`src/rtl/assert_macros.svh`:
```
// Assertion helpers shared by the parser, queue and output-stage RTL files.
`ifndef ASSERT_MACROS_SVH
`define ASSERT_MACROS_SVH

// Same-cycle implication, checked at every rising edge outside reset.
`define ASSERT_IMPLIES(lbl, clk, rst_n, ante, cons) \
    lbl: assert property (@(posedge clk) disable iff (!rst_n) (ante) |-> (cons)) \
        else $error("same-cycle implication violated");

// Next-cycle implication.
`define ASSERT_NEXT(lbl, clk, rst_n, ante, cons) \
    lbl: assert property (@(posedge clk) disable iff (!rst_n) (ante) |=> (cons)) \
        else $error("next-cycle implication violated");

`endif

```
`src/rtl/ubxfr_pkg.sv`:
```
// ----------------------------------------------------------------------------
// ubxfr_pkg
// Shared constants and types of the UBX frame receiver: sync bytes, message
// keys, minimum payload lengths, and the result queue entry.
// ----------------------------------------------------------------------------
package ubxfr_pkg;

    localparam logic [7:0]  SYNC_FIRST   = 8'hB5;
    localparam logic [7:0]  SYNC_SECOND  = 8'h62;
    localparam logic [15:0] KEY_POSITION = 16'h0102;
    localparam logic [15:0] KEY_VELOCITY = 16'h0112;

    localparam logic [15:0] CAPTURE_START    = 16'd16;
    localparam logic [15:0] CAPTURE_END      = 16'd36;
    localparam logic [15:0] MIN_LEN_POSITION = 16'd28;
    localparam logic [15:0] MIN_LEN_VELOCITY = 16'd36;

    localparam logic KIND_POSITION = 1'b0;
    localparam logic KIND_VELOCITY = 1'b1;

    localparam int QUEUE_DEPTH = 2;
    localparam int Q_PTR_W     = (QUEUE_DEPTH > 1) ? $clog2(QUEUE_DEPTH) : 1;
    localparam int Q_CNT_W     = $clog2(QUEUE_DEPTH + 1);

    // Payload words at offsets 16, 24, 28 and 32.
    typedef struct packed {
        logic        kind;
        logic [31:0] word16;
        logic [31:0] word24;
        logic [31:0] word28;
        logic [31:0] word32;
    } qentry_t;

    typedef struct packed {
        logic empty;
        logic full;
    } qstat_t;

endpackage

```
`src/rtl/ubxfr_parser.sv`:
```
// ----------------------------------------------------------------------------
// ubxfr_parser
// Front end: walks the UBX frame byte by byte, keeps the Fletcher sums,
// captures the wanted payload words and pushes one entry per good frame.
// ----------------------------------------------------------------------------
`include "assert_macros.svh"

module ubxfr_parser (
    input  logic              clk,
    input  logic              rst_n,
    input  logic              take,
    input  logic [7:0]        rx_byte,
    output logic              push,
    output ubxfr_pkg::qentry_t entry
);

    localparam logic [3:0] PH_SYNC1   = 4'd0;
    localparam logic [3:0] PH_SYNC2   = 4'd1;
    localparam logic [3:0] PH_CLASS   = 4'd2;
    localparam logic [3:0] PH_IDENT   = 4'd3;
    localparam logic [3:0] PH_LEN_LO  = 4'd4;
    localparam logic [3:0] PH_LEN_HI  = 4'd5;
    localparam logic [3:0] PH_PAYLOAD = 4'd6;
    localparam logic [3:0] PH_CK_A    = 4'd7;
    localparam logic [3:0] PH_CK_B    = 4'd8;

    logic [3:0]  phase_reg, phase_next;
    logic [15:0] len_reg, len_next;
    logic [15:0] idx_reg, idx_next;
    logic [7:0]  sum_a_reg, sum_a_next;
    logic [7:0]  sum_b_reg, sum_b_next;
    logic [7:0]  class_reg, class_next;
    logic [7:0]  ident_reg, ident_next;
    logic [7:0]  ck_lo_reg, ck_lo_next;
    logic [31:0] w16_reg, w24_reg, w28_reg, w32_reg;

    logic [7:0]  acc_a;
    logic [7:0]  acc_b;
    logic [15:0] idx_inc;
    logic        in_window;
    logic [5:0]  rel;
    logic [2:0]  word_sel;
    logic [1:0]  lane;
    logic        cap_en;
    logic [15:0] key;
    logic        sum_ok;
    logic        push_next;

    assign acc_a     = sum_a_reg + rx_byte;
    assign acc_b     = sum_b_reg + acc_a;
    assign idx_inc   = idx_reg + 16'd1;
    assign in_window = (idx_reg >= ubxfr_pkg::CAPTURE_START)
                    && (idx_reg < ubxfr_pkg::CAPTURE_END);
    assign rel       = idx_reg[5:0] - ubxfr_pkg::CAPTURE_START[5:0];
    assign word_sel  = rel[4:2];
    assign lane      = rel[1:0];
    assign cap_en    = take && (phase_reg == PH_PAYLOAD) && in_window;
    assign key       = {class_reg, ident_reg};
    assign sum_ok    = (ck_lo_reg == sum_a_reg) && (rx_byte == sum_b_reg);

    always_comb
    begin
        phase_next = phase_reg;
        len_next   = len_reg;
        idx_next   = idx_reg;
        sum_a_next = sum_a_reg;
        sum_b_next = sum_b_reg;
        class_next = class_reg;
        ident_next = ident_reg;
        ck_lo_next = ck_lo_reg;
        push_next  = 1'b0;
        case (phase_reg)
            PH_SYNC2:
            begin
                phase_next = (rx_byte == ubxfr_pkg::SYNC_SECOND) ? PH_CLASS : PH_SYNC1;
            end
            PH_CLASS:
            begin
                sum_a_next = rx_byte;
                sum_b_next = rx_byte;
                class_next = rx_byte;
                phase_next = PH_IDENT;
            end
            PH_IDENT:
            begin
                sum_a_next = acc_a;
                sum_b_next = acc_b;
                ident_next = rx_byte;
                phase_next = PH_LEN_LO;
            end
            PH_LEN_LO:
            begin
                sum_a_next = acc_a;
                sum_b_next = acc_b;
                len_next   = {8'd0, rx_byte};
                phase_next = PH_LEN_HI;
            end
            PH_LEN_HI:
            begin
                sum_a_next = acc_a;
                sum_b_next = acc_b;
                len_next   = {rx_byte, len_reg[7:0]};
                idx_next   = 16'd0;
                phase_next = ({rx_byte, len_reg[7:0]} == 16'd0) ? PH_CK_A : PH_PAYLOAD;
            end
            PH_PAYLOAD:
            begin
                sum_a_next = acc_a;
                sum_b_next = acc_b;
                idx_next   = idx_inc;
                if (idx_inc == len_reg)
                begin
                    phase_next = PH_CK_A;
                end
            end
            PH_CK_A:
            begin
                ck_lo_next = rx_byte;
                phase_next = PH_CK_B;
            end
            PH_CK_B:
            begin
                if (sum_ok)
                begin
                    if (key == ubxfr_pkg::KEY_POSITION && len_reg >= ubxfr_pkg::MIN_LEN_POSITION)
                    begin
                        push_next = 1'b1;
                    end
                    else if (key == ubxfr_pkg::KEY_VELOCITY
                             && len_reg >= ubxfr_pkg::MIN_LEN_VELOCITY)
                    begin
                        push_next = 1'b1;
                    end
                end
                phase_next = PH_SYNC1;
            end
            default:
            begin
                phase_next = (rx_byte == ubxfr_pkg::SYNC_FIRST) ? PH_SYNC2 : PH_SYNC1;
            end
        endcase
    end

    always_ff @(posedge clk or negedge rst_n)
    begin
        if (!rst_n)
        begin
            phase_reg <= PH_SYNC1;
            len_reg   <= 16'd0;
            idx_reg   <= 16'd0;
            sum_a_reg <= 8'd0;
            sum_b_reg <= 8'd0;
            class_reg <= 8'd0;
            ident_reg <= 8'd0;
            ck_lo_reg <= 8'd0;
        end
        else if (take)
        begin
            phase_reg <= phase_next;
            len_reg   <= len_next;
            idx_reg   <= idx_next;
            sum_a_reg <= sum_a_next;
            sum_b_reg <= sum_b_next;
            class_reg <= class_next;
            ident_reg <= ident_next;
            ck_lo_reg <= ck_lo_next;
        end
    end

    // Every word a result reads is fully rewritten by a long-enough frame.
    always_ff @(posedge clk)
    begin
        if (cap_en)
        begin
            case (word_sel)
                3'd0:    w16_reg[lane*8 +: 8] <= rx_byte;
                3'd2:    w24_reg[lane*8 +: 8] <= rx_byte;
                3'd3:    w28_reg[lane*8 +: 8] <= rx_byte;
                3'd4:    w32_reg[lane*8 +: 8] <= rx_byte;
                default: ;
            endcase
        end
    end

    assign push         = take && push_next;
    assign entry.kind   = (ident_reg == ubxfr_pkg::KEY_VELOCITY[7:0])
                          ? ubxfr_pkg::KIND_VELOCITY : ubxfr_pkg::KIND_POSITION;
    assign entry.word16 = w16_reg;
    assign entry.word24 = w24_reg;
    assign entry.word28 = w28_reg;
    assign entry.word32 = w32_reg;

    `ASSERT_IMPLIES(a_push_at_ckb, clk, rst_n, push, (phase_reg == PH_CK_B) && sum_ok)

endmodule

```
`src/rtl/ubxfr_queue.sv`:
```
// ----------------------------------------------------------------------------
// ubxfr_queue
// Short result queue between the parser and the output stage.
// ----------------------------------------------------------------------------
`include "assert_macros.svh"

module ubxfr_queue (
    input  logic               clk,
    input  logic               rst_n,
    input  logic               push,
    input  ubxfr_pkg::qentry_t push_entry,
    input  logic               pop,
    output ubxfr_pkg::qentry_t head,
    output ubxfr_pkg::qstat_t  stat
);

    localparam logic [ubxfr_pkg::Q_PTR_W-1:0] PTR_LAST =
        ubxfr_pkg::Q_PTR_W'(ubxfr_pkg::QUEUE_DEPTH - 1);
    localparam logic [ubxfr_pkg::Q_CNT_W-1:0] CNT_FULL =
        ubxfr_pkg::Q_CNT_W'(ubxfr_pkg::QUEUE_DEPTH);

    ubxfr_pkg::qentry_t mem [ubxfr_pkg::QUEUE_DEPTH];

    logic [ubxfr_pkg::Q_PTR_W-1:0] wr_ptr_reg, wr_ptr_next;
    logic [ubxfr_pkg::Q_PTR_W-1:0] rd_ptr_reg, rd_ptr_next;
    logic [ubxfr_pkg::Q_CNT_W-1:0] count_reg, count_next;

    assign stat.empty = (count_reg == '0);
    assign stat.full  = (count_reg == CNT_FULL);
    assign head       = mem[rd_ptr_reg];

    always_comb
    begin
        wr_ptr_next = wr_ptr_reg;
        rd_ptr_next = rd_ptr_reg;
        count_next  = count_reg;
        if (push)
        begin
            wr_ptr_next = (wr_ptr_reg == PTR_LAST) ? '0 : wr_ptr_reg + 1'b1;
        end
        if (pop)
        begin
            rd_ptr_next = (rd_ptr_reg == PTR_LAST) ? '0 : rd_ptr_reg + 1'b1;
        end
        if (push && !pop)
        begin
            count_next = count_reg + 1'b1;
        end
        else if (pop && !push)
        begin
            count_next = count_reg - 1'b1;
        end
    end

    always_ff @(posedge clk or negedge rst_n)
    begin
        if (!rst_n)
        begin
            wr_ptr_reg <= '0;
            rd_ptr_reg <= '0;
            count_reg  <= '0;
        end
        else
        begin
            wr_ptr_reg <= wr_ptr_next;
            rd_ptr_reg <= rd_ptr_next;
            count_reg  <= count_next;
        end
    end

    always_ff @(posedge clk)
    begin
        if (push)
        begin
            mem[wr_ptr_reg] <= push_entry;
        end
    end

    `ASSERT_IMPLIES(a_no_push_full, clk, rst_n, push, !stat.full)
    `ASSERT_IMPLIES(a_no_pop_empty, clk, rst_n, pop, !stat.empty)

endmodule

```
`src/rtl/ubxfr_out.sv`:
```
// ----------------------------------------------------------------------------
// ubxfr_out
// Back end: pops a queue entry, maps the words onto the result fields by
// message kind, and holds the result until the downstream takes it.
// ----------------------------------------------------------------------------
`include "assert_macros.svh"

module ubxfr_out (
    input  logic               clk,
    input  logic               rst_n,
    input  ubxfr_pkg::qentry_t head,
    input  ubxfr_pkg::qstat_t  stat,
    output logic               pop,
    output logic               out_valid,
    input  logic               out_stall,
    output logic               msg_kind,
    output logic signed [31:0] msl_height_mm,
    output logic [31:0]        vert_acc_mm,
    output logic [31:0]        speed_3d_cms,
    output logic [31:0]        speed_acc_cms,
    output logic signed [31:0] heading_e5_deg,
    output logic [31:0]        heading_accuracy_e5_deg
);

    logic        valid_reg;
    logic        kind_reg;
    logic [31:0] alt_reg, alt_acc_reg, spd_reg, spd_acc_reg, hdg_reg, hdg_acc_reg;
    logic        is_vel;

    // Load whenever an entry waits and the output register is empty or its transfer completes.
    assign pop    = !stat.empty && (!valid_reg || !out_stall);
    assign is_vel = (head.kind == ubxfr_pkg::KIND_VELOCITY);

    always_ff @(posedge clk or negedge rst_n)
    begin
        if (!rst_n)
        begin
            valid_reg <= 1'b0;
        end
        else if (pop)
        begin
            valid_reg <= 1'b1;
        end
        else if (!out_stall)
        begin
            valid_reg <= 1'b0;
        end
    end

    always_ff @(posedge clk)
    begin
        if (pop)
        begin
            kind_reg    <= head.kind;
            alt_reg     <= is_vel ? 32'd0 : head.word16;
            alt_acc_reg <= is_vel ? 32'd0 : head.word24;
            spd_reg     <= is_vel ? head.word16 : 32'd0;
            spd_acc_reg <= is_vel ? head.word28 : 32'd0;
            hdg_reg     <= is_vel ? head.word24 : 32'd0;
            hdg_acc_reg <= is_vel ? head.word32 : 32'd0;
        end
    end

    assign out_valid               = valid_reg;
    assign msg_kind                = kind_reg;
    assign msl_height_mm           = alt_reg;
    assign vert_acc_mm             = alt_acc_reg;
    assign speed_3d_cms            = spd_reg;
    assign speed_acc_cms           = spd_acc_reg;
    assign heading_e5_deg          = hdg_reg;
    assign heading_accuracy_e5_deg = hdg_acc_reg;

    `ASSERT_NEXT(a_pop_loads, clk, rst_n, pop, valid_reg)

endmodule

```
`src/rtl/ubx_frame_receiver.sv`:
```
// ----------------------------------------------------------------------------
// ubx_frame_receiver
// Parses UBX frames from a byte stream and reports checked position-height
// and velocity messages.
// ----------------------------------------------------------------------------
//   channel   handshake             payload
//   input     in_valid / in_stall   rx_byte
//   output    out_valid / out_stall msg_kind, msl_height_mm, vert_acc_mm,
//                                   speed_*, heading_*
//
// One byte is taken every cycle in which in_valid is high and the result queue has room.
// After a good frame's last checksum byte is taken, its entry is written into the queue and then
// loaded into the output register, which raises out_valid; a stalled output can delay the load.
// in_stall rises only when the two-entry result queue is full.
// rst_n clears the parser state, the queue pointers and the output valid.
// ----------------------------------------------------------------------------
module ubx_frame_receiver (
    input  logic               clk,
    input  logic               rst_n,
    input  logic               in_valid,
    output logic               in_stall,
    input  logic [7:0]         rx_byte,
    output logic               out_valid,
    input  logic               out_stall,
    output logic               msg_kind,
    output logic signed [31:0] msl_height_mm,
    output logic [31:0]        vert_acc_mm,
    output logic [31:0]        speed_3d_cms,
    output logic [31:0]        speed_acc_cms,
    output logic signed [31:0] heading_e5_deg,
    output logic [31:0]        heading_accuracy_e5_deg
);

    logic               take;
    logic               push;
    logic               pop;
    ubxfr_pkg::qentry_t push_entry;
    ubxfr_pkg::qentry_t head;
    ubxfr_pkg::qstat_t  stat;

    assign in_stall = stat.full;
    assign take     = in_valid && !stat.full;

    ubxfr_parser u_parser (
        .clk     (clk),
        .rst_n   (rst_n),
        .take    (take),
        .rx_byte (rx_byte),
        .push    (push),
        .entry   (push_entry)
    );

    ubxfr_queue u_queue (
        .clk        (clk),
        .rst_n      (rst_n),
        .push       (push),
        .push_entry (push_entry),
        .pop        (pop),
        .head       (head),
        .stat       (stat)
    );

    ubxfr_out u_out (
        .clk                     (clk),
        .rst_n                   (rst_n),
        .head                    (head),
        .stat                    (stat),
        .pop                     (pop),
        .out_valid               (out_valid),
        .out_stall               (out_stall),
        .msg_kind                (msg_kind),
        .msl_height_mm           (msl_height_mm),
        .vert_acc_mm             (vert_acc_mm),
        .speed_3d_cms            (speed_3d_cms),
        .speed_acc_cms           (speed_acc_cms),
        .heading_e5_deg          (heading_e5_deg),
        .heading_accuracy_e5_deg (heading_accuracy_e5_deg)
    );

endmodule
```
`config.mk`:
```
export PLATFORM = sky130hd
export DESIGN_NAME = ubx_frame_receiver
export DESIGN_NICKNAME = d
export VERILOG_FILES = /design/src/rtl/ubxfr_pkg.sv /design/src/rtl/ubxfr_parser.sv /design/src/rtl/ubxfr_queue.sv /design/src/rtl/ubxfr_out.sv /design/src/rtl/ubx_frame_receiver.sv
export VERILOG_INCLUDE_DIRS = /design/src /design/src/rtl
export SDC_FILE = /design/constraint.sdc
export NUM_CORES = 1
export LEC_CHECK = 0
export ABC_AREA = 1
export BUFFER_PORTS_ARGS = -buffer_cell sky130_fd_sc_hd__buf_4
export CAP_MARGIN = 20
export CORE_MARGIN = 4
export CORE_UTILIZATION = 50
export CTS_CLUSTER_DIAMETER = 200
export DETAILED_ROUTE_END_ITERATION = 6
export PLACE_DENSITY = 0.8
export SLEW_MARGIN = 10
export SYNTH_ARGS = -nofsm -noshare
export SYNTH_HDL_FRONTEND = slang
export SYNTH_SLANG_ARGS = --single-unit
```
`constraint.sdc`:
```
create_clock -name clk -period 7.8 [get_ports clk]
set_input_delay 1.56 -clock clk [delete_from_list [all_inputs] [get_ports clk]]
set_output_delay 1.56 -clock clk [all_outputs]
set_load 0.005 [all_outputs]
```
==> out/results.txt <==
Synth top cells by count - 579 x edfxtp_1, 432 x nand2_1, 225 x nor2_1
Vias per inst - 5.340
Crit path launch type - input port
Vias - 15159
Register area share after synthesis - 0.7676
Layout cells sized above 1 - 0.1601
Total die area - 54240 um2
Top_reg_cell synth - edfxtp_1
Met3 Use GR - 0.03134
Worst Hold Class - reg2reg
Rel. slew slack - 0.2449
Max-cap viol count - 0
DRT Pass-1 Iters - 6
Mapped Cells - 1891
FP Rows - 82
Placeable Area - 50070 um2
Setup bufs post-CTS - 0
GRT overflow - 0
Syn_nets - 1926
Final #Nets - 2150
Period minus WS final - 4.191 ns
Vias in the first global route - 14655
Global routing met1 resource utilization - 0.2666
Root buffer cell - clkbuf_16
Die Wd - 232.9 um
Top Ports - 207
Filler instances - 3610
Routed WL per cell - 19.33 um
Max reg flops - 258
DR iter-0 viols - 1708
VDD IR max - 0.2184 mV
Flop-to-flop setup slack - 3.77 ns
Worst-path cell chain - buf_4 -> inv_1 -> nor2_4 -> nand4_1 -> nor4_1 -> nand3_1 -> nor2_4 -> buf_4
Clock transition at the registers of the reported paths - 0.06 ns
Buf+Inv Stages, Crit Path - 3
PortBufs - 206
CTS Buf Count - 61
Area after detailed placement - 27550 um2
Detailed-placement wirelength estimate - 35.22 mm
Post-synth EDFFs - 579
Leak pwr - 12.10 nW
CP Capture Type - flop
# setup viols final - 0
GRT Total Usage - 0.1982
Final instance count without filler cells - 2839
Final Cell Area - 29810 um2
Area contributors post-synth - edfxtp_1 69%, dfrtp_1 8.0%, nand2_1 6.4%
Final Max Slew Viols - 0
Hold Slack - 0.4422 ns
PnR worst setup slack - 3.609 ns
Final worst-path cycle share - 0.5373
Chip Height - 232.9 um
CP required - 8.05 ns
Yosys reg bits - 660
Yosys warning total - 0
CP delay by family, top - simple AND/OR/NAND/NOR gates
Global-route wire length before repair - 83.15 mm
Fin. Hold Viols - 0
CP max-delay cell - nor2_4
Most used routing layer - met2
CTS tree - done
P&R area growth vs syn - 17.86%
Worst slew pin tran - 1.133 ns
Hold buffer count at CTS - 0
Ant diodes - 0
Largest net degree at the start of global routing - 122
Resize count post-CTS - 0
Crit path largest cell delay - 0.93 ns
Post-Syn Area - 25290 um2
Worst slack, placed - 3.039 ns
Setup CP Type - in2reg
Clk_lat worst skew - 0.62 ns
Placed insts - 2721
Initial antenna violation count - 0
Clock Tree Buf Depth - 3
Number of routed nets with antenna violations - 0
CP arrival - 4.44 ns
Synth async-reset ratio - 0.1227
Cell accounting for the most synthesized area - edfxtp_1
DRC - 0
Most flops, register - u_queue.mem
H-tree Lvls - 2
Top-count cell post-synth - edfxtp_1
Routed wire length - 54.89 mm
Initial Util - 0.5051
Met2 GRT Util - 0.3360
Max FO, Critical Path - 49
Fmax - 238.6 MHz
Clock Sinks - 660
Unique masters post-synth - 43
Unrepaired setup endpoints after global routing - false
Placer Congestion - 0.9173
Status - finished clean
Synth Area per Inst - 13.37 um2
Power density over the cells - 344.2 nW/um2
Synth top area share - 0.6874
Clock skew - 0.01836 ns
## area by class of cell
cell class,instances,area (um2),area share
sequential,660,19420,0.6514
multi-input combinational,1006,5040,0.1691
timing repair buffer,219,1684,0.05650
clock buffer,72,1568,0.05259
tap,672,840.8,0.02821
inverter,167,634.4,0.02128
clock inverter,43,625.6,0.02099
## through the flow
step | util | setup TNS (ns) | power, mW
after global routing | 0.5954 | 0 | 10.72
after CTS | 0.5941 | 0 | 10.33
after floorplan | - | -175.19 | 5.994
after global placement | 0.5503 | 0 | 7.038
after detailed placement | 0.5503 | 0 | 7.110
final | 0.5954 | 0 | 10.26
## worst paths after layout
check | startpoint | end | cells after the start
setup reg to reg | u_queue.rd_ptr_reg | u_out.heading_accuracy_e5_deg[19] | 9
min in group asynchronous | rst_n | u_parser.sum_b_reg[0] | 1
hold reg to reg | u_parser.w28_reg[5] | u_queue.mem[1][37] | 0
setup / recovery | in_valid | u_queue.mem[1][114] | 8
max in group asynchronous | rst_n | u_queue.rd_ptr_reg | 2
hold / removal | u_parser.w28_reg[5] | u_queue.mem[1][37] | 0
## routing by layer
layer	up-vias	wire, um
met3	91	4469
met5	-	0
met1	7416	21950
li1	6950	-
met2	702	27280
met4	0	1188
## worst reg2reg max path, delay by kind of cell (launching register included)
| family | cells | cell delay (ns) |
|---|---|---|
| AO/OA/AOI/OAI | 1 | 0.06 |
| buffers and inverters | 6 | 2.52 |
| flip-flops | 1 | 0.66 |
| AND/OR/NAND/NOR | 2 | 0.66 |
## cells in the final DEF, fill, tap and decap left out, types with 5 or more instances in the layout
master | netlist | layout
a21oi_1 | 17 | 17
a31oi_1 | 7 | 7
buf_4 | 3 | 217
bufinv_16 | 0 | 14
clkbuf_1 | 42 | 11
clkbuf_16 | 0 | 61
clkinv_1 | 2 | 11
clkinv_2 | 0 | 9
dfrtp_1 | 81 | 80
edfxtp_1 | 579 | 579
ha_1 | 21 | 21
inv_1 | 162 | 159
mux2i_1 | 64 | 64
nand2_1 | 432 | 432
nand2_2 | 5 | 5
nand3_1 | 64 | 64
nand4_1 | 22 | 22
nor2_1 | 225 | 223
nor2_4 | 5 | 7
nor3_1 | 8 | 8
nor4_1 | 10 | 10
o21ai_0 | 58 | 57
o22ai_1 | 9 | 9
o31ai_1 | 8 | 8
xnor2_1 | 18 | 18
xor2_1 | 6 | 6
## cell families after synthesis
| group | synth area share |
|---|---|
| xor gates and xnor gates | 0.008311 |
| AOI/OAI and AO/OA | 0.02394 |
| and+or+nand+nor | 0.1287 |
| adders and majority gates | 0.01197 |
| buffers and inverters | 0.03418 |
| DFF | 0.7676 |
| muxes | 0.02533 |
## where the power goes
part | switching (mW) | leakage [nW] | total (mW) | internal (mW)
clock | 1.30 | 1.07 | 3.22 | 1.92
combinational | 1.33 | 4.57 | 2.24 | 0.915
sequential | 0.240 | 6.47 | 4.80 | 4.56
total | 2.87 | 12.1 | 10.3 | 7.39
(Power assumes the default switching activity.)
